`config.mk`:
```
export PLATFORM = sky130hd
export DESIGN_NAME = bitmap_first_free_allocator
export DESIGN_NICKNAME = d
export VERILOG_FILES = /design/src/design/bfa_pkg.sv /design/src/design/bfa_ram.sv /design/src/design/bitmap_first_free_allocator.sv
export SDC_FILE = /design/constraint.sdc
export NUM_CORES = 1
export LEC_CHECK = 0
export BUFFER_PORTS_ARGS = -buffer_cell sky130_fd_sc_hd__buf_2
export CORE_MARGIN = 2
export CORE_UTILIZATION = 62
export DETAILED_ROUTE_END_ITERATION = 10
export PLACE_DENSITY = 0.81
export SLEW_MARGIN = 20
export SYNTH_ARGS = -nofsm -noshare
export SYNTH_HDL_FRONTEND = slang
export SYNTH_SLANG_ARGS = --single-unit
export TNS_END_PERCENT = 10
```
`constraint.sdc`:
```
create_clock -name clk -period 6.3 [get_ports clk]
set_input_delay 0 -clock clk [delete_from_list [all_inputs] [get_ports clk]]
set_output_delay 0 -clock clk [all_outputs]
set_load 0.005 [all_outputs]
```
`src/design/bfa_pkg.sv`:
```
// shared types, constants and the bit-search function of the bitmap allocator
package bfa_pkg;

    localparam int WORD_W     = 32;
    localparam int BIT_W      = 5;
    localparam int INDEX_W    = 8;
    localparam int INDEX_SPAN = 256;
    localparam int MAX_WORDS  = INDEX_SPAN / WORD_W;
    localparam int STATUS_W   = 2;
    localparam int TDATA_W    = 16;

    localparam logic CMD_ALLOC = 1'b0;
    localparam logic CMD_FREE  = 1'b1;

    localparam logic [STATUS_W-1:0] ST_OK    = 2'd0;
    localparam logic [STATUS_W-1:0] ST_FULL  = 2'd1;
    localparam logic [STATUS_W-1:0] ST_RANGE = 2'd2;

    typedef struct packed {
        logic             found;
        logic [BIT_W-1:0] pos;
    } ffz_t;

    function automatic ffz_t find_first_zero(input logic [WORD_W-1:0] word);
        ffz_t r;
        r.found = 1'b0;
        r.pos   = '0;
        for (int i = WORD_W - 1; i >= 0; i--)
        begin
            if (!word[i])
            begin
                r.found = 1'b1;
                r.pos   = BIT_W'(i);
            end
        end
        return r;
    endfunction

endpackage

```
`src/design/bfa_ram.sv`:
```
// generic single-write, single-read ram with registered read data
module bfa_ram #(
    parameter int WIDTH  = 32,
    parameter int DEPTH  = 8,
    parameter int ADDR_W = (DEPTH > 1) ? $clog2(DEPTH) : 1
) (
    input  logic              clk,
    input  logic              wr_en,
    input  logic [ADDR_W-1:0] wr_addr,
    input  logic [WIDTH-1:0]  wr_data,
    input  logic              rd_en,
    input  logic [ADDR_W-1:0] rd_addr,
    output logic [WIDTH-1:0]  rd_data
);

    logic [WIDTH-1:0] mem_q [DEPTH];

    always_ff @(posedge clk)
    begin
        if (wr_en)
        begin
            mem_q[wr_addr] <= wr_data;
        end
        if (rd_en)
        begin
            rd_data <= mem_q[rd_addr];
        end
    end

endmodule

```
`src/design/bitmap_first_free_allocator.sv`:
```
// first-fit bitmap allocator top level: sequencer, bitmap ram and result register
// allocate scans words from word 0 until one holds a zero bit or the last is read
// free reads one word; the bitmap ram delivers one 32-bit word per cycle to one bit search
// a command is accepted only in idle; an unread result delays the finish of the next one
// reset: per-word valid bits clear at once so every entry reads free, no clearing pass
module bitmap_first_free_allocator #(
    parameter int NUM_WORDS = 8
) (
    input  logic        clk,
    input  logic        rst_n,
    input  logic        s_tvalid,
    output logic        s_tready,
    input  logic [7:0]  s_tdata,   // free_index[7:0]
    input  logic [0:0]  s_tuser,   // command[0]
    output logic        m_tvalid,
    input  logic        m_tready,
    output logic [15:0] m_tdata    // alloc_index[7:0], status[9:8], zero[15:10]
);

    localparam int USED_WORDS = (NUM_WORDS < bfa_pkg::MAX_WORDS) ? NUM_WORDS
                                                                 : bfa_pkg::MAX_WORDS;
    localparam int ADDR_W = (USED_WORDS > 1) ? $clog2(USED_WORDS) : 1;
    localparam logic [bfa_pkg::INDEX_W:0] LIMIT =
        (bfa_pkg::INDEX_W + 1)'(USED_WORDS * bfa_pkg::WORD_W);
    localparam logic [ADDR_W-1:0] LAST_ADDR = ADDR_W'(USED_WORDS - 1);

    localparam logic [0:0] S_IDLE = 1'b0;
    localparam logic [0:0] S_EVAL = 1'b1;

    logic [0:0]                     state_reg, state_next;
    logic [ADDR_W-1:0]              addr_reg, addr_next;
    logic                           cmd_reg, cmd_next;
    logic [bfa_pkg::INDEX_W-1:0]    idx_reg, idx_next;
    logic                           range_reg, range_next;
    logic [USED_WORDS-1:0]          word_valid_reg;
    logic                           out_valid_reg, out_valid_next;
    logic [bfa_pkg::INDEX_W-1:0]    out_index_reg, out_index_next;
    logic [bfa_pkg::STATUS_W-1:0]   out_status_reg, out_status_next;

    logic                           accept;
    logic                           out_free;
    logic                           rd_en;
    logic [ADDR_W-1:0]              rd_addr;
    logic [bfa_pkg::WORD_W-1:0]     rd_data;
    logic                           wr_en;
    logic [bfa_pkg::WORD_W-1:0]     wr_data;
    logic [bfa_pkg::WORD_W-1:0]     word;
    logic [bfa_pkg::WORD_W-1:0]     bit_mask;
    logic [bfa_pkg::BIT_W-1:0]      bit_pos;
    bfa_pkg::ffz_t                  ffz;

    bfa_ram #(
        .WIDTH  (bfa_pkg::WORD_W),
        .DEPTH  (USED_WORDS),
        .ADDR_W (ADDR_W)
    ) u_bitmap (
        .clk     (clk),
        .wr_en   (wr_en),
        .wr_addr (addr_reg),
        .wr_data (wr_data),
        .rd_en   (rd_en),
        .rd_addr (rd_addr),
        .rd_data (rd_data)
    );

    assign s_tready = (state_reg == S_IDLE);
    assign accept   = s_tvalid && s_tready;
    assign out_free = !out_valid_reg || m_tready;

    assign word     = word_valid_reg[addr_reg] ? rd_data : '0;
    assign ffz      = bfa_pkg::find_first_zero(word);
    assign bit_pos  = (cmd_reg == bfa_pkg::CMD_FREE) ? idx_reg[bfa_pkg::BIT_W-1:0] : ffz.pos;
    assign bit_mask = bfa_pkg::WORD_W'(1) << bit_pos;

    assign m_tvalid = out_valid_reg;
    assign m_tdata  = {{(bfa_pkg::TDATA_W - bfa_pkg::STATUS_W - bfa_pkg::INDEX_W){1'b0}},
                       out_status_reg, out_index_reg};

    always_comb
    begin
        state_next      = state_reg;
        addr_next       = addr_reg;
        cmd_next        = cmd_reg;
        idx_next        = idx_reg;
        range_next      = range_reg;
        out_valid_next  = out_valid_reg && !m_tready;
        out_index_next  = out_index_reg;
        out_status_next = out_status_reg;
        rd_en           = 1'b0;
        rd_addr         = addr_reg;
        wr_en           = 1'b0;
        wr_data         = word;
        case (state_reg)
            S_IDLE:
            begin
                if (accept)
                begin
                    cmd_next   = s_tuser[0];
                    idx_next   = s_tdata;
                    range_next = (s_tuser[0] == bfa_pkg::CMD_FREE) &&
                                 ({1'b0, s_tdata} >= LIMIT);
                    rd_en      = 1'b1;
                    rd_addr    = (s_tuser[0] == bfa_pkg::CMD_FREE) ?
                                 s_tdata[bfa_pkg::BIT_W +: ADDR_W] : '0;
                    addr_next  = rd_addr;
                    state_next = S_EVAL;
                end
            end
            S_EVAL:
            begin
                if ((cmd_reg == bfa_pkg::CMD_ALLOC) && !ffz.found && (addr_reg != LAST_ADDR))
                begin
                    rd_en     = 1'b1;
                    rd_addr   = ADDR_W'(addr_reg + 1'b1);
                    addr_next = rd_addr;
                end
                else if (out_free)
                begin
                    out_valid_next  = 1'b1;
                    out_index_next  = '0;
                    out_status_next = bfa_pkg::ST_OK;
                    state_next      = S_IDLE;
                    if (range_reg)
                    begin
                        out_status_next = bfa_pkg::ST_RANGE;
                    end
                    else if (cmd_reg == bfa_pkg::CMD_FREE)
                    begin
                        wr_en   = 1'b1;
                        wr_data = word & ~bit_mask;
                    end
                    else if (ffz.found)
                    begin
                        wr_en          = 1'b1;
                        wr_data        = word | bit_mask;
                        out_index_next = bfa_pkg::INDEX_W'({addr_reg, ffz.pos});
                    end
                    else
                    begin
                        out_status_next = bfa_pkg::ST_FULL;
                    end
                end
            end
            default:
            begin
                state_next = S_IDLE;
            end
        endcase
    end

    always_ff @(posedge clk or negedge rst_n)
    begin
        if (!rst_n)
        begin
            state_reg      <= S_IDLE;
            out_valid_reg  <= 1'b0;
            word_valid_reg <= '0;
        end
        else
        begin
            state_reg     <= state_next;
            out_valid_reg <= out_valid_next;
            if (wr_en)
            begin
                word_valid_reg[addr_reg] <= 1'b1;
            end
        end
    end

    always_ff @(posedge clk)
    begin
        addr_reg       <= addr_next;
        cmd_reg        <= cmd_next;
        idx_reg        <= idx_next;
        range_reg      <= range_next;
        out_index_reg  <= out_index_next;
        out_status_reg <= out_status_next;
    end

    a_result_after_eval: assert property (@(posedge clk) disable iff (!rst_n)
        $rose(out_valid_reg) |-> $past(state_reg == S_EVAL))
        else $error("result loaded outside evaluation");

    a_index_zero_on_error: assert property (@(posedge clk) disable iff (!rst_n)
        out_valid_reg && (out_status_reg != bfa_pkg::ST_OK) |-> (out_index_reg == '0))
        else $error("nonzero index on error status");

    a_index_in_range: assert property (@(posedge clk) disable iff (!rst_n)
        out_valid_reg |-> ({1'b0, out_index_reg} < LIMIT))
        else $error("granted index beyond bitmap");

    a_write_only_on_finish: assert property (@(posedge clk) disable iff (!rst_n)
        wr_en |-> (state_reg == S_EVAL) && out_free && !range_reg)
        else $error("bitmap written outside a finishing step");

endmodule
```
; ---- Word-level counts from Yosys, hierarchy flattened
; Memories as Yosys holds them, arrays and structs flattened. A register that Yosys moved wholly into a read port is not among the register bits.
; Index checks and enable logic that the tools add are counted.
[op_classes]
n_addsub = 1
magnitude_cmp = 2
n_eq_ne = 1
n_shift = 1
n_mux = 64
bitwise_logic = 8
n_reduce_logical = 12
[op_table]
columns = cell, count
row1 = 32-bit 2-to-1 mux, 6
row2 = 6-bit 2-to-1 mux, 32
row3 = 32-bit bitwise AND, 1
row4 = 32-bit NOT, 1
row5 = 32-bit OR, 1
row6 = 1-bit by 5-bit << shifter with 32-bit output (first input constant), 1
row7 = 1-bit 2-to-1 mux, 17
row8 = 3-bit 2-to-1 mux, 3
row9 = 8-bit OR, 1
row10 = 3-bit case mux with 2 select lines, 1
row11 = 1-bit logical AND, 5
row12 = 5-bit 2-to-1 mux, 1
row13 = 3-bit by 4-bit < comparator with 1-bit output (second input constant), 1
row14 = 1-bit NOT, 4
row15 = 1-bit case mux with 2 select lines, 2
row16 = 3-bit by 1-bit adder with 3-bit output (second input constant), 1
row17 = 1-bit binary-select mux with 3-bit select, 1
row18 = 1-bit demux with 3-bit select, 1
row19 = 3-bit by 1-bit >= comparator with 1-bit output (second input constant), 1
row20 = 1-bit zero test, 3
row21 = 3-bit inequality test (second input constant), 1
row22 = 3-bit AND reduction, 1
row23 = 2-bit AND reduction, 1
row24 = 2-bit OR reduction, 1
row25 = 1-bit logical OR, 1
[word_totals]
reg_bits = 29
ram_bits = 256
inputBits = 13
output_inout_bits = 18
mem_count = 1
[memory_table]
columns = memory, depth, width, rd, rd_ports_with_merged_regs, write_ports, line_no
row1 = u_bitmap.mem_q, 8, 32, 1, 1, 1, bfa_ram.sv:16  ; logic [WIDTH-1:0] mem_q [DEPTH];

; ---- Depth between registers and ports, before layout
[logic_depth]
ltp_word = 43
mapped_depth = 12

; ---- Cells and area by module
; Synthesis repeated with hierarchy kept, for this count alone.
[unflattened]
cells_unflattened = 730
hier_area_um2 = 13500.4
[by_module_without_submodules]
columns = mod, n_inst, cells_per_inst, area_per_inst_um2
row1 = bfa_ram, 1, 415, 10786.6
row2 = bitmap_first_free_allocator, 1, 315, 2713.9

; ---- Least setup slack after synthesis
; OpenSTA, ideal clock, no wires.
[synth_timing]
path_type = register -> register
from = reg addr_reg[1]
to = mem u_bitmap.mem_q[0][0], enable pin
setup_time_ns = 0.461
arrival_ns = 4.008
slack_ns = 1.831
path_stages_with_launch = 11
path_cell_list = dfxtp_1 > buf_6 > buf_2 > mux2i_1 > mux4_2 > nand2_1 > nand2b_1 > nor2_1 > or3_1 > clkbuf_1 > nor3_1
[synth_via]
elab_chain_cells = 42
[synth_rtl]
columns = element, line_no
row1 = "start, declared", bitmap_first_free_allocator.sv:31  ; logic [ADDR_W-1:0] addr_reg, addr_next;
row2 = "start signal, assigned", bitmap_first_free_allocator.sv:172  ; addr_reg <= addr_next;
row3 = 1-bit binary-select mux with 3-bit select, bitmap_first_free_allocator.sv:70  ; assign word = word_valid_reg[addr_reg] ? rd_data : '0;
row4 = 1-bit 2-to-1 mux (not written as such), bitmap_first_free_allocator.sv:70
row5 = 32-bit 2-to-1 mux, bitmap_first_free_allocator.sv:70
row6 = 6-bit 2-to-1 mux (32 in series), bfa_pkg.sv:30  ; if (!word[i])
row7 = 1-bit 2-to-1 mux / 1-bit zero test (equally long branches), "bitmap_first_free_allocator.sv:132, bitmap_first_free_allocator.sv:111"
row8 = 1-bit 2-to-1 mux / 1-bit logical AND (equally long branches), "bitmap_first_free_allocator.sv:127, bitmap_first_free_allocator.sv:111"
row9 = 1-bit 2-to-1 mux / 1-bit logical AND (equally long branches), "bitmap_first_free_allocator.sv:117, bitmap_first_free_allocator.sv:111"
row10 = 1-bit 2-to-1 mux, bitmap_first_free_allocator.sv:111  ; if ((cmd_reg == bfa_pkg::CMD_ALLOC) && !ffz.found && (addr_reg != LAST_ADDR))
row11 = 1-bit 2-to-1 mux, bitmap_first_free_allocator.sv:93  ; case (state_reg)
row12 = 1-bit 2-to-1 mux, bfa_ram.sv:20  ; if (wr_en)
row13 = 1-bit 2-to-1 mux (not written as such), bfa_ram.sv:22  ; mem_q[wr_addr] <= wr_data;
row14 = "end, declared", bfa_ram.sv:16
; Parallel ways exist; a longest one is shown, timed or not. The select of a mux whose other input is x is not followed.

; ---- Final worst setup path
[layout_timing]
from = reg addr_reg[1]
to = reg u_bitmap.rd_data[11], read port of u_bitmap.mem_q, data pin
[layout_via]
elab_chain_cells = 40
[layout_rtl]
columns = element, line_no
row1 = 1-bit binary-select mux with 3-bit select, bitmap_first_free_allocator.sv:70
row2 = 1-bit 2-to-1 mux (not written as such), bitmap_first_free_allocator.sv:70
row3 = 32-bit 2-to-1 mux, bitmap_first_free_allocator.sv:70
row4 = 6-bit 2-to-1 mux (32 in series), bfa_pkg.sv:30
row5 = 1-bit zero test, bitmap_first_free_allocator.sv:111
row6 = 1-bit logical AND (2 in series), bitmap_first_free_allocator.sv:111
row7 = 3-bit 2-to-1 mux / 1-bit 2-to-1 mux (equally long branches), n/a
row8 = 3-bit case mux with 2 select lines / 1-bit case mux with 2 select lines (equally long branches), n/a
row9 = "end, declared", bfa_ram.sv:13  ; output logic [WIDTH-1:0] rd_data
; Parallel ways exist; a longest one is shown, timed or not. The select of a mux whose other input is x is not followed.
; A chain may end at the register's enable or synchronous reset.

==> results_tabular.tex <==
\begin{tabular}{lr}
\hline
Metric & Value \\
\hline
\multicolumn{2}{l}{\textbf{Cells and area}} \\
\quad Share of cells above drive strength 1 & 12.5\% \\
\quad Area overhead of the layout relative to synthesis & 11.2\% \\
\quad Layout Cell Area excl Fill & 15000 sq um \\
\quad Post-layout utilization of the core & 70.9\% \\
\quad Non-filler cells in the finished layout & 1302 \\
\quad Net count of the finished layout & 1017 \\
\quad Leading registers by flop count & u\_bitmap.mem\_q (256), u\_bitmap.rd\_data (32) \\
\quad Largest register by flop count & u\_bitmap.mem\_q \\
\quad Number of flip-flops under the largest register name & 256 \\
\quad Antenna cells & 0 \\
\multicolumn{2}{l}{\textbf{STA}} \\
\quad Worst slew margin relative to its limit & 23.6\% \\
\quad Final period utilization & 71.8\% \\
\quad Number of max-slew violations in the final report & 0 \\
\quad Total setup violations reported at the end of the flow & 0 \\
\quad Fmax & 221 MHz \\
\quad Worst-case clock skew & 0.0101 ns \\
\quad Setup tns final & 0 ns \\
\quad Final Hold Violating Endpoints & 0 \\
\quad Setup repair after global routing missed its margin & no \\
\quad Final Worst Setup Slack & 1.78 ns \\
\quad Final Critical Period & 4.52 ns \\
\quad Transition time at the pin with the least slew margin & 1.15 ns \\
\multicolumn{2}{l}{\textbf{Global routing}} \\
\quad Pin count of the biggest net entering global routing & 66 \\
\quad All-layer global routing usage & 28.1\% \\
\quad Vias in the first global route & 8233 \\
\quad Wire length of the first global-routing pass & 47400 um \\
\quad Number of antenna violations at the first check in global routing & 0 \\
\quad Remaining global-route overflow & 0 \\
\multicolumn{2}{l}{\textbf{Route}} \\
\quad Remaining DRCs & 0 \\
\quad Final routed wirelength across all metal layers & 31500 um \\
\quad Drt via density & 6.53 \\
\quad Starting DRT DRC Count & 855 \\
\quad Pre-Repair DR Iteration Count & 5 \\
\quad Final ANT Viol Nets & 0 \\
\quad Wirelength per Cell & 24.2 um \\
\quad Via count & 8505 \\
\multicolumn{2}{l}{\textbf{Floorplan}} \\
\quad Cell Rows & 53 \\
\quad Die H & 151 um \\
\quad Core Box Area & 21200 sq um \\
\quad Starting density of the core & 63.7\% \\
\quad Count of boundary I/O pins & 31 \\
\quad Horiz. Die Dim & 151 um \\
\quad Area of the die & 22900 sq um \\
\multicolumn{2}{l}{\textbf{Critical path}} \\
\quad CP dominant cell by count & buf\_4 \\
\quad Data arrival at the endpoint of the critical path & 4.96 ns \\
\quad Critical-path cell with the highest stage delay & dfxtp\_1 \\
\quad Endpoint kind of the worst setup timing path & flop \\
\quad Launching instance or port of the critical path & addr\_reg[1] \\
\quad Required time at the worst-slack endpoint & 6.74 ns \\
\quad CP bufs+invs & 2 \\
\quad Worst-path maximum fanout & 65 \\
\quad Worst Setup Start Kind & flop \\
\quad Number of cells on the worst reg-to-reg path & 9 \\
\quad Crit path max-delay family & compound AO/OA/AOI/OAI gates \\
\quad Crit path cell chain & mux2\_4 -> mux4\_2 -> o2111ai\_2 -> mux2i\_4 -> buf\_4 -> o2111ai\_4 -> buf\_4 -> o22ai\_1 -> a31o\_1 \\
\quad Count of cell instances traversed by the critical path & 9 \\
\quad CP max stage delay & 0.73 ns \\
\quad Setup CP Type & reg2reg \\
\quad Worst R2R Start & addr\_reg[1] \\
\multicolumn{2}{l}{\textbf{Synth}} \\
\quad Synthesized area per cell & 13.9 sq um \\
\quad Fraction of registers with async set/reset & 3.16\% \\
\quad Count of flip-flops with a built-in enable after synthesis & 303 \\
\quad Portion of synthesized cell area occupied by the leading cell type & 67.5\% \\
\quad Portion of the post-synthesis area used by sequential elements & 69.8\% \\
\quad Top area cells in the synthesized netlist & edfxtp\_1, mux2i\_1, nand2\_1 \\
\quad Synthesis Warnings & 0 \\
\quad Area of the mapped netlist & 13500 sq um \\
\quad Cell count after synthesis & 971 \\
\quad Number of distinct library cells after synthesis & 62 \\
\quad Largest area contributor in the netlist & edfxtp\_1 \\
\quad Synthesis-stage register bit count & 316 \\
\quad Synth Flop Type & edfxtp\_1 \\
\multicolumn{2}{l}{\textbf{Clock tree}} \\
\quad Clk Latency, worst-skew pair & 0.58 ns \\
\quad Cell chosen for the clock root & clkbuf\_16 \\
\quad Number of cells upsized or downsized after cts & 0 \\
\quad Clock-pin slew on the worst setup and hold paths & 0.07 ns \\
\quad Clock H-tree levels & 1 \\
\quad CTS tree & built \\
\quad Inserted Clock Buffers & 31 \\
\quad Buffer depth of the longest clock path & 3 \\
\quad Total clock sinks & 316 \\
\multicolumn{2}{l}{\textbf{Flow run}} \\
\quad Maximum capacitance violations & 0 \\
\multicolumn{2}{l}{\textbf{Power}} \\
\quad Worst VDD drop & 0.317 mV \\
\quad Static Leakage & 0.00524 uW \\
\quad Power per cell area & 531 nW/um\^{}2 \\
\multicolumn{2}{l}{\textbf{Placed design}} \\
\quad Minimum setup slack after placement & 1.81 ns \\
\quad Placed cells & 1234 \\
\quad Count of buffers from port buffering & 23 \\
\quad DP Area & 13900 sq um \\
\quad Last weighted congestion value of the routability-driven placer & 1.00 \\
\quad Post-DP HPWL & 18600 um \\
\multicolumn{2}{l}{\textbf{Worst hold path}} \\
\quad Tightest Hold Check Type & in2reg \\
\quad Worst hold path cell count & 2 \\
\quad Worst min-delay path startpoint & s\_tdata[3] \\
\multicolumn{2}{l}{\textbf{Status}} \\
\quad Run status & completed \\
\hline
\end{tabular}
[cell families (layout without fill, tap and decap cells)]
logic type / Yosys count / in the layout / share of synthesized area, %
AO/OA/AOI/OAI: 169 / 169 / 9.31
adder cells (fa/ha/maj): 2 / 2 / 0.186
buffers and inverters: 73 / 123 / 3.07
flip-flops: 316 / 316 / 69.8
multiplexers: 74 / 74 / 5.75
other: 1 / 7 / 0.0278
AND/OR/NAND/NOR: 336 / 336 / 11.9
[layout by cell type, fill, tap and decap left out, types with 10 or more instances in the layout]
| cell | count |
|---|---|
| nand4_1 | 13 |
| a21oi_1 | 28 |
| buf_2 | 23 |
| o22ai_1 | 32 |
| a31o_1 | 32 |
| clkbuf_16 | 31 |
| mux2i_1 | 69 |
| a22oi_1 | 15 |
| inv_1 | 11 |
| and2_1 | 12 |
| dlygate4sd3_1 | 10 |
| dfrtp_1 | 10 |
| edfxtp_1 | 303 |
| nor3_1 | 12 |
| nand2_1 | 164 |
| buf_4 | 18 |
| nor2_1 | 23 |
| a32oi_1 | 14 |
| nand3_1 | 61 |
[area by class of cell]
class	count	area, sq um
sequential	316	9410
clock buffer	40	810
timing repair buffer	52	370
clock inverter	18	200
fill	1373	6160
multi-input combinational	588	3800
inverter	13	53.8
tap	275	344
[final timing paths]
check / end / slack [ns]
setup / recovery: u_bitmap.rd_data[11] / 1.78
hold / removal: idx_reg[3] / 0.17
setup reg to reg: u_bitmap.rd_data[11] / 1.78
hold reg to reg: word_valid_reg[5] / 0.50
max in group asynchronous: word_valid_reg[1] / 5.49
min in group asynchronous: word_valid_reg[5] / 0.48
[routing by layer]
metal  vias to the layer above  track usage (%)  wire length [um]
li1                       3799                -                 -
met1                      4213             38.1             12600
met2                       418             46.4             15400
met3                        75             5.21              2580
met4                         0             9.91               896
met5                         -                0                 0
[Yosys cell counts (7+ instances only)]
master / instances
a31o_1: 32
nand2b_1: 7
dfrtp_1: 10
a21oi_1: 28
o22ai_1: 32
nand3_1: 61
a32oi_1: 14
and2_1: 12
nand4_1: 13
nor2_1: 29
nor3_1: 14
a22oi_1: 15
buf_4: 7
edfxtp_1: 303
clkbuf_1: 28
nand2_1: 165
buf_6: 11
buf_2: 12
nand3_2: 9
inv_1: 11
mux2i_1: 70
[per-stage QoR]
| step | total power, uW | hold slack [ns] |
|---|---|---|
| 6_report | 7960 | 0.168 |
| 5_1_grt | 8290 | 0.168 |
| 4_1_cts | 7920 | 0.155 |
| 3_5_place_dp | 6100 | -0.125 |
| 3_3_place_gp | 5990 | -0.134 |
| 2_1_floorplan | 5280 | -0.296 |
[report_power, final]
| group | switching, uW | leakage (uW) | internal [uW] |
|---|---|---|---|
| combinational | 1790 | 0.00182 | 831 |
| clock | 762 | 0.000500 | 1070 |
| sequential | 285 | 0.00292 | 3210 |
[repair_timing]
item	CTS	global route
hold endpoints to repair	18	0
buffers inserted	0	0
hold buffers	10	0
[worst register-to-register path: stages (launching register included)]
cell and delay, ns:
dfxtp_1 0.73, mux2_4 0.35, mux4_2 0.52, o2111ai_2 0.57, mux2i_4 0.35, buf_4 0.65
o2111ai_4 0.46, buf_4 0.40, o22ai_1 0.23, a31o_1 0.13
Power figures use the tool's default switching activity.
